===== src/rtl/core/ptmu_pkg.sv =====
// ============================================================================
// ptmu_pkg: shared types and constants for the price normalizer
// Request/response payloads, internal operation codes, status codes and
// configuration register indexes.
// ============================================================================
`default_nettype none

package ptmu_pkg;

    localparam int SCALE_W = 30;

    // Column form codes
    localparam logic [3:0] FORM_CENT32  = 4'd0;
    localparam logic [3:0] FORM_CENT64  = 4'd1;
    localparam logic [3:0] FORM_MILL32  = 4'd2;
    localparam logic [3:0] FORM_DOLLAR  = 4'd3;

    // Configuration register indexes
    localparam logic [1:0] CFG_CENT   = 2'd0;
    localparam logic [1:0] CFG_MILL   = 2'd1;
    localparam logic [1:0] CFG_DOLLAR = 2'd2;

    // Scale reset values
    localparam logic [SCALE_W-1:0] CENT_RST   = 30'd10000;
    localparam logic [SCALE_W-1:0] MILL_RST   = 30'd1000;
    localparam logic [SCALE_W-1:0] DOLLAR_RST = 30'd1000000;

    // binary64 exponent bias plus fraction width
    localparam logic signed [11:0] EXP_LSB_BIAS = 12'sd1075;

    // Result status codes
    localparam logic [1:0] ST_OK    = 2'd0;
    localparam logic [1:0] ST_OVF   = 2'd1;
    localparam logic [1:0] ST_RANGE = 2'd2;
    localparam logic [1:0] ST_FORM  = 2'd3;

    // Operation decided by the front end
    typedef enum logic [2:0] {
        OP_CENT,
        OP_MILL,
        OP_DBL,
        OP_ZERO,
        OP_NONFIN,
        OP_NOTPRICE
    } t_op;

    typedef struct packed {
        logic [3:0]         column_form;
        logic signed [63:0] integer_value;
        logic [63:0]        real_bits;
    } t_req;

    typedef struct packed {
        logic signed [63:0] micro_units;
        logic [1:0]         status;
    } t_rsp;

    // Classified request as held in the queue
    typedef struct packed {
        t_op         op;
        logic [63:0] operand;
    } t_item;

    typedef struct packed {
        logic [SCALE_W-1:0] cent;
        logic [SCALE_W-1:0] mill;
        logic [SCALE_W-1:0] dollar;
    } t_scales;

endpackage

`default_nettype wire


===== src/rtl/core/ptmu_stream_if.sv =====
// ============================================================================
// ptmu_stream_if: valid/ready channel
// Carries one item of type T per handshake.
// ============================================================================
`default_nettype none

interface ptmu_stream_if #(
    parameter type T = logic
);
    logic valid;
    logic ready;
    T     data;

    modport source (output valid, output data, input ready);
    modport sink   (input valid, input data, output ready);
endinterface

`default_nettype wire


===== src/rtl/core/ptmu_queue.sv =====
// ============================================================================
// ptmu_queue: small request queue
// Decouples the classifier from the arithmetic pipeline.
// ============================================================================
`default_nettype none

module ptmu_queue #(
    parameter int DEPTH = 2
) (
    input  wire logic     i_clk,
    input  wire logic     i_rst_n,
    ptmu_stream_if.sink   i_wr,
    ptmu_stream_if.source o_rd
);
    import ptmu_pkg::*;

    localparam int PTR_W = (DEPTH > 1) ? $clog2(DEPTH) : 1;
    localparam int CNT_W = $clog2(DEPTH + 1);

    t_item            r_mem [DEPTH];
    logic [PTR_W-1:0] r_wr;
    logic [PTR_W-1:0] r_rd;
    logic [CNT_W-1:0] r_cnt;
    logic             push;
    logic             pop;

    assign i_wr.ready = (r_cnt != CNT_W'(DEPTH));
    assign o_rd.valid = (r_cnt != '0);
    assign o_rd.data  = r_mem[r_rd];
    assign push       = i_wr.valid && i_wr.ready;
    assign pop        = o_rd.valid && o_rd.ready;

    // Storage
    always_ff @(posedge i_clk) begin
        if (push) begin
            r_mem[r_wr] <= i_wr.data;
        end
    end

    // Pointers and fill count
    always_ff @(posedge i_clk) begin
        if (!i_rst_n) begin
            r_wr  <= '0;
            r_rd  <= '0;
            r_cnt <= '0;
        end else begin
            if (push) begin
                r_wr <= (r_wr == PTR_W'(DEPTH - 1)) ? '0 : r_wr + 1'b1;
            end
            if (pop) begin
                r_rd <= (r_rd == PTR_W'(DEPTH - 1)) ? '0 : r_rd + 1'b1;
            end
            if (push && !pop) begin
                r_cnt <= r_cnt + 1'b1;
            end else if (pop && !push) begin
                r_cnt <= r_cnt - 1'b1;
            end
        end
    end

    a_cnt_bound: assert property (@(posedge i_clk) disable iff (!i_rst_n)
        r_cnt <= CNT_W'(DEPTH))
        else $error("queue count above depth");

    a_cnt_up: assert property (@(posedge i_clk) disable iff (!i_rst_n)
        (push && !pop) |=> (r_cnt == $past(r_cnt) + 1'b1))
        else $error("queue count did not rise on push");

    a_cnt_down: assert property (@(posedge i_clk) disable iff (!i_rst_n)
        (pop && !push) |=> (r_cnt == $past(r_cnt) - 1'b1))
        else $error("queue count did not fall on pop");

endmodule

`default_nettype wire


===== src/flat_wrapper.sv =====
// flat-port wrapper written by rule: the top's interface ports become plain ports
module ptmu_queue_flat import ptmu_pkg::*;
#(
    parameter int DEPTH = 2
)
  (i_clk, i_rst_n, i_wr_valid, i_wr_data, i_wr_ready, o_rd_valid, o_rd_data, o_rd_ready);
  ptmu_stream_if i_wr_i ();
  ptmu_stream_if o_rd_i ();
  input  wire logic i_clk;
  input  wire logic i_rst_n;
  input wire logic [$bits(i_wr_i.valid)-1:0] i_wr_valid;
  input wire logic [$bits(i_wr_i.data)-1:0] i_wr_data;
  output wire logic [$bits(i_wr_i.ready)-1:0] i_wr_ready;
  output wire logic [$bits(o_rd_i.valid)-1:0] o_rd_valid;
  output wire logic [$bits(o_rd_i.data)-1:0] o_rd_data;
  input wire logic [$bits(o_rd_i.ready)-1:0] o_rd_ready;
  assign i_wr_i.valid = i_wr_valid;
  assign i_wr_i.data = i_wr_data;
  assign i_wr_ready = i_wr_i.ready;
  assign o_rd_valid = o_rd_i.valid;
  assign o_rd_data = o_rd_i.data;
  assign o_rd_i.ready = o_rd_ready;
  ptmu_queue #(.DEPTH(DEPTH)) u_core (.i_clk(i_clk), .i_rst_n(i_rst_n), .i_wr(i_wr_i), .o_rd(o_rd_i));
endmodule

===== config.mk =====
export PLATFORM = sky130hd
export DESIGN_NAME = ptmu_queue_flat
export DESIGN_NICKNAME = d
export VERILOG_FILES = /design/src/rtl/core/ptmu_pkg.sv /design/src/rtl/core/ptmu_stream_if.sv /design/src/rtl/core/ptmu_queue.sv /design/src/flat_wrapper.sv
export SDC_FILE = /design/constraint.sdc
export NUM_CORES = 1
export LEC_CHECK = 0
export BUFFER_PORTS_ARGS = -buffer_cell sky130_fd_sc_hd__buf_2
export CAP_MARGIN = 25
export CORE_AREA = 5 5 42 44
export DETAILED_ROUTE_END_ITERATION = 10
export DIE_AREA = 0 0 47 49
export SKIP_LAST_GASP = 1
export SLEW_MARGIN = 30
export SYNTH_ARGS = -nofsm -noshare
export SYNTH_HDL_FRONTEND = slang
export SYNTH_SLANG_ARGS = --single-unit

===== constraint.sdc =====
create_clock -name i_clk -period 2.05 [get_ports i_clk]
set_clock_uncertainty 0.2 [all_clocks]
set_input_delay 0.615 -clock i_clk [delete_from_list [all_inputs] [get_ports i_clk]]
set_output_delay 0.615 -clock i_clk [all_outputs]
set_load 0.02 [all_outputs]

==> key figures <==
Logic synthesis
  – Synth cell count leaders: 5 x dfxtp_1, 3 x nor2_1, 3 x xor2_1
  – Syn Area/Cell: about 11 µm²
  – Synth Area in Adders: between 4 and 5%
  – Largest family of logic cells by synthesized area: simple AND/OR/NAND/NOR gates
  – Ranking of synthesized cells by area: dfxtp_1 33%, edfxtp_1 20%, xor2_1 8.6%
  – Share of flip-flops with an asynchronous set or reset: 0%
  – Synthesized instance count: 28
  – Xor-xnor portion of the synthesized cell area: under 10%
  – Post-Synthesis Cell Area: a little over 300 µm²
  – Register area share after synthesis: between 50% and 60%
  – Top_reg_cell synth: dfxtp_1
  – Synth Area in Simple Gates: between 10% and 20%
  – EDFF count, synth: 2
  – Synth Area in Compound Gates: 9.836%
  – Flops & latches, synth: 7
  – Mux cell area share after synthesis: under 10%
  – Count leader, synth: dfxtp_1
  – YS warnings: 0
  – Top cell type's share of synthesized area: 32.79%
  – Post-Syn Nets: 34
  – Area leader, netlist: dfxtp_1
  – Yosys cell types: 16

Worst setup path
  – Worst setup EP type: primary output
  – CP Buf/Inv Count: 1
  – Critical path fanouts, max: 5
  – Crit-path max cell delay: about 0.35 ns
  – Slowest cell on crit path: dfxtp_1
  – Largest delay share family, worst path: flip-flops
  – Worst EP arrival: 1.05 ns
  – CP required: approximately 1.2 ns
  – Worst setup path category: reg -> out
  – Critical Path Source Type: flip-flop
  – R2r worst-path depth: 5
  – Critical path depth: 2
  – CP cell instances: or2_2, buf_2

STA
  – Final Cycle Share: between 90 and 100%
  – RSZ-0062 raised after global routing: no
  – Worst-Margin Slew: 0.3170 ns
  – Min Tclk post-route: 1.862 ns
  – Final hold vios: 0
  – Setup TNS: 0 ns
  – FMAX: approximately 540 MHz
  – Max-slew headroom: between 70% and 80%
  – Finish-stage setup viols: 0
  – Max Slew Vio Count: 0

Clock network
  – Htree depth: 1
  – TritonCTS clock tree: yes
  – Clk slew on worst S/H paths: 0.06 ns
  – # clock sinks: 7
  – Skew-Pair Late Insertion Delay: 0.24 ns
  – Cts repair resizes: 0
  – TritonCTS buffer count: 3
  – Max clock buf depth: 2
  – CTS Hold Bufs: 0
  – Root Driver: clkbuf_4
  – Post-CTS Setup Bufs: 0

Power
  – Power density over cell area: roughly 1400 mW/mm²
  – Max VDD drop: ~0.57 mV
  – Internal Power: 0.0003590 W
  – Switch Pwr: about 0.00019 W
  – Reg power frac: 39.7%
  – Clock share of power: roughly 22%
  – Combinational share of power: between 30% and 40%
  – Leakage power: between 0.15 and 0.2 nW
  – Switch share: between 30% and 40%

Job
  – Maxcap violations: 0

Layout
  – Fin area: 386.6 µm²
  – Synthesis-to-layout area growth: 26.64%
  – Final net count: 46
  – FILL cells: 160
  – Register cell area after layout: approximately 160 µm²
  – Multi-input gate area: 137.6 µm²
  – Diodes inserted: 0
  – Fraction of layout cells with a size suffix above 1: a little over a third

Floorplan
  – FP Rows: 14
  – Die height: a little under 50 µm
  – Boundary Pins: 8
  – Starting Density: 21.79%
  – Die ar.: approximately 0.0023 mm²
  – Core ar.: between 0.001 and 0.0015 mm²
  – Die X: approximately 47 µm

Placed design
  – Dpl cell area: about 360 µm²
  – Port-buffer cells: 7
  – GP Congestion: between 0.6 and 0.7
  – DP HPWL: 364.2 µm

Outcome
  – Status: finished clean

Detailed routing
  – DR DRC count: 0
  – Initial DRC count: 5
  – Total number of vias: roughly 210
  – First drt pass iteration count: 2
  – Routed len/inst: a little under 8 µm
  – Via/cell ratio: 3.855
  – Post-route ant nets: 0
  – Final WL: 434 µm

Min path
  – Hold Crit Depth: 2
  – Hold Path Class: reg -> reg

Global route
  – First-pass GRT wire length: 745 µm
  – Number of global-route vias before repair: about 200
  – Antenna violations before repair: 0
  – Congestion Overflow GR: 0
  – Gr usage total: 4.388%
  – Maximum number of pins on one net before global-route repair: 6
-- path summary, 6_finish.rpt --
check	to	startpoint	slack, ns
worst max-delay path	o_rd_valid	u_core.r_cnt[0]	0.19
worst min-delay path	u_core.r_rd	u_core.r_rd	0.31
worst max register to register	u_core.r_cnt[1]	u_core.r_cnt[0]	0.29
worst min register to register	u_core.r_rd	u_core.r_rd	0.31
-- metal layers --
layer  vias up  track usage (%)  wire, µm
met5         -                0         0
met4         0            2.765         0
li1        118                -         -
met1        90            6.027       205
met3         0            1.107        23
met2         4            5.882       205
-- placed cells by master (no fill, tap or decap), types with 2 or more instances in the layout --
cell	Yosys	layout
clkbuf_4	0	3
a21oi_1	2	2
edfxtp_1	2	2
xor2_1	3	3
inv_1	2	2
buf_2	0	7
nor2_1	3	3
o21ai_0	2	2
dfxtp_1	5	5
-- cell families after synthesis --
kind of cell | after synthesis
and+or+nand+nor | 9
DFF | 7
AOI/OAI and AO/OA | 5
xor gates and xnor gates | 3
buffers and inverters | 2
muxes | 1
adders and majority gates | 1
-- power by group through the flow --
stage	logic (W)	registers [W]	clock network [W]
5_1_grt	0.000231	0.000219	0.000138
3_5_place_dp	0.000210	0.000219	0
2_1_floorplan	0.000167	0.000212	0
6_report	0.000207	0.000216	0.000121
3_3_place_gp	0.000207	0.000219	0
4_1_cts	0.000211	0.000217	0.000127
-- area by class of cell --
cell class	count	share of cell area, %
multi-input combinational	19	35.60
tap	16	5.178
inverter	2	1.942
timing repair buffer	7	9.061
clock buffer	4	6.796
sequential	7	41.42
-- worst register-to-register path, cell delays in order (launching register included) --
cell and delay, ns:
dfxtp_1 0.35, nand2b_4 0.17, and2_1 0.16, ha_1 0.30, or3_1 0.37, a21oi_1 0.14
-- stage by stage --
stage / util [%] / setup slack [ns] / hold slack [ns] / power [W] / cells
finish: 27.59 / 0.1877 / 0.3072 / 0.0005444 / 55
global route: 27.59 / 0.1423 / 0.3537 / 0.0005876 / 55
CTS: 27.59 / 0.1747 / 0.3137 / 0.0005541 / 55
detailed placement: 25.71 / 0.08783 / 0.2994 / 0.0004293 / 51
global placement: 25.71 / 0.08391 / 0.2866 / 0.0004259 / 51
floorplan: - / 0.2362 / 0.2725 / 0.0003796 / 28
No activity file was read; power rests on OpenSTA's default activity.
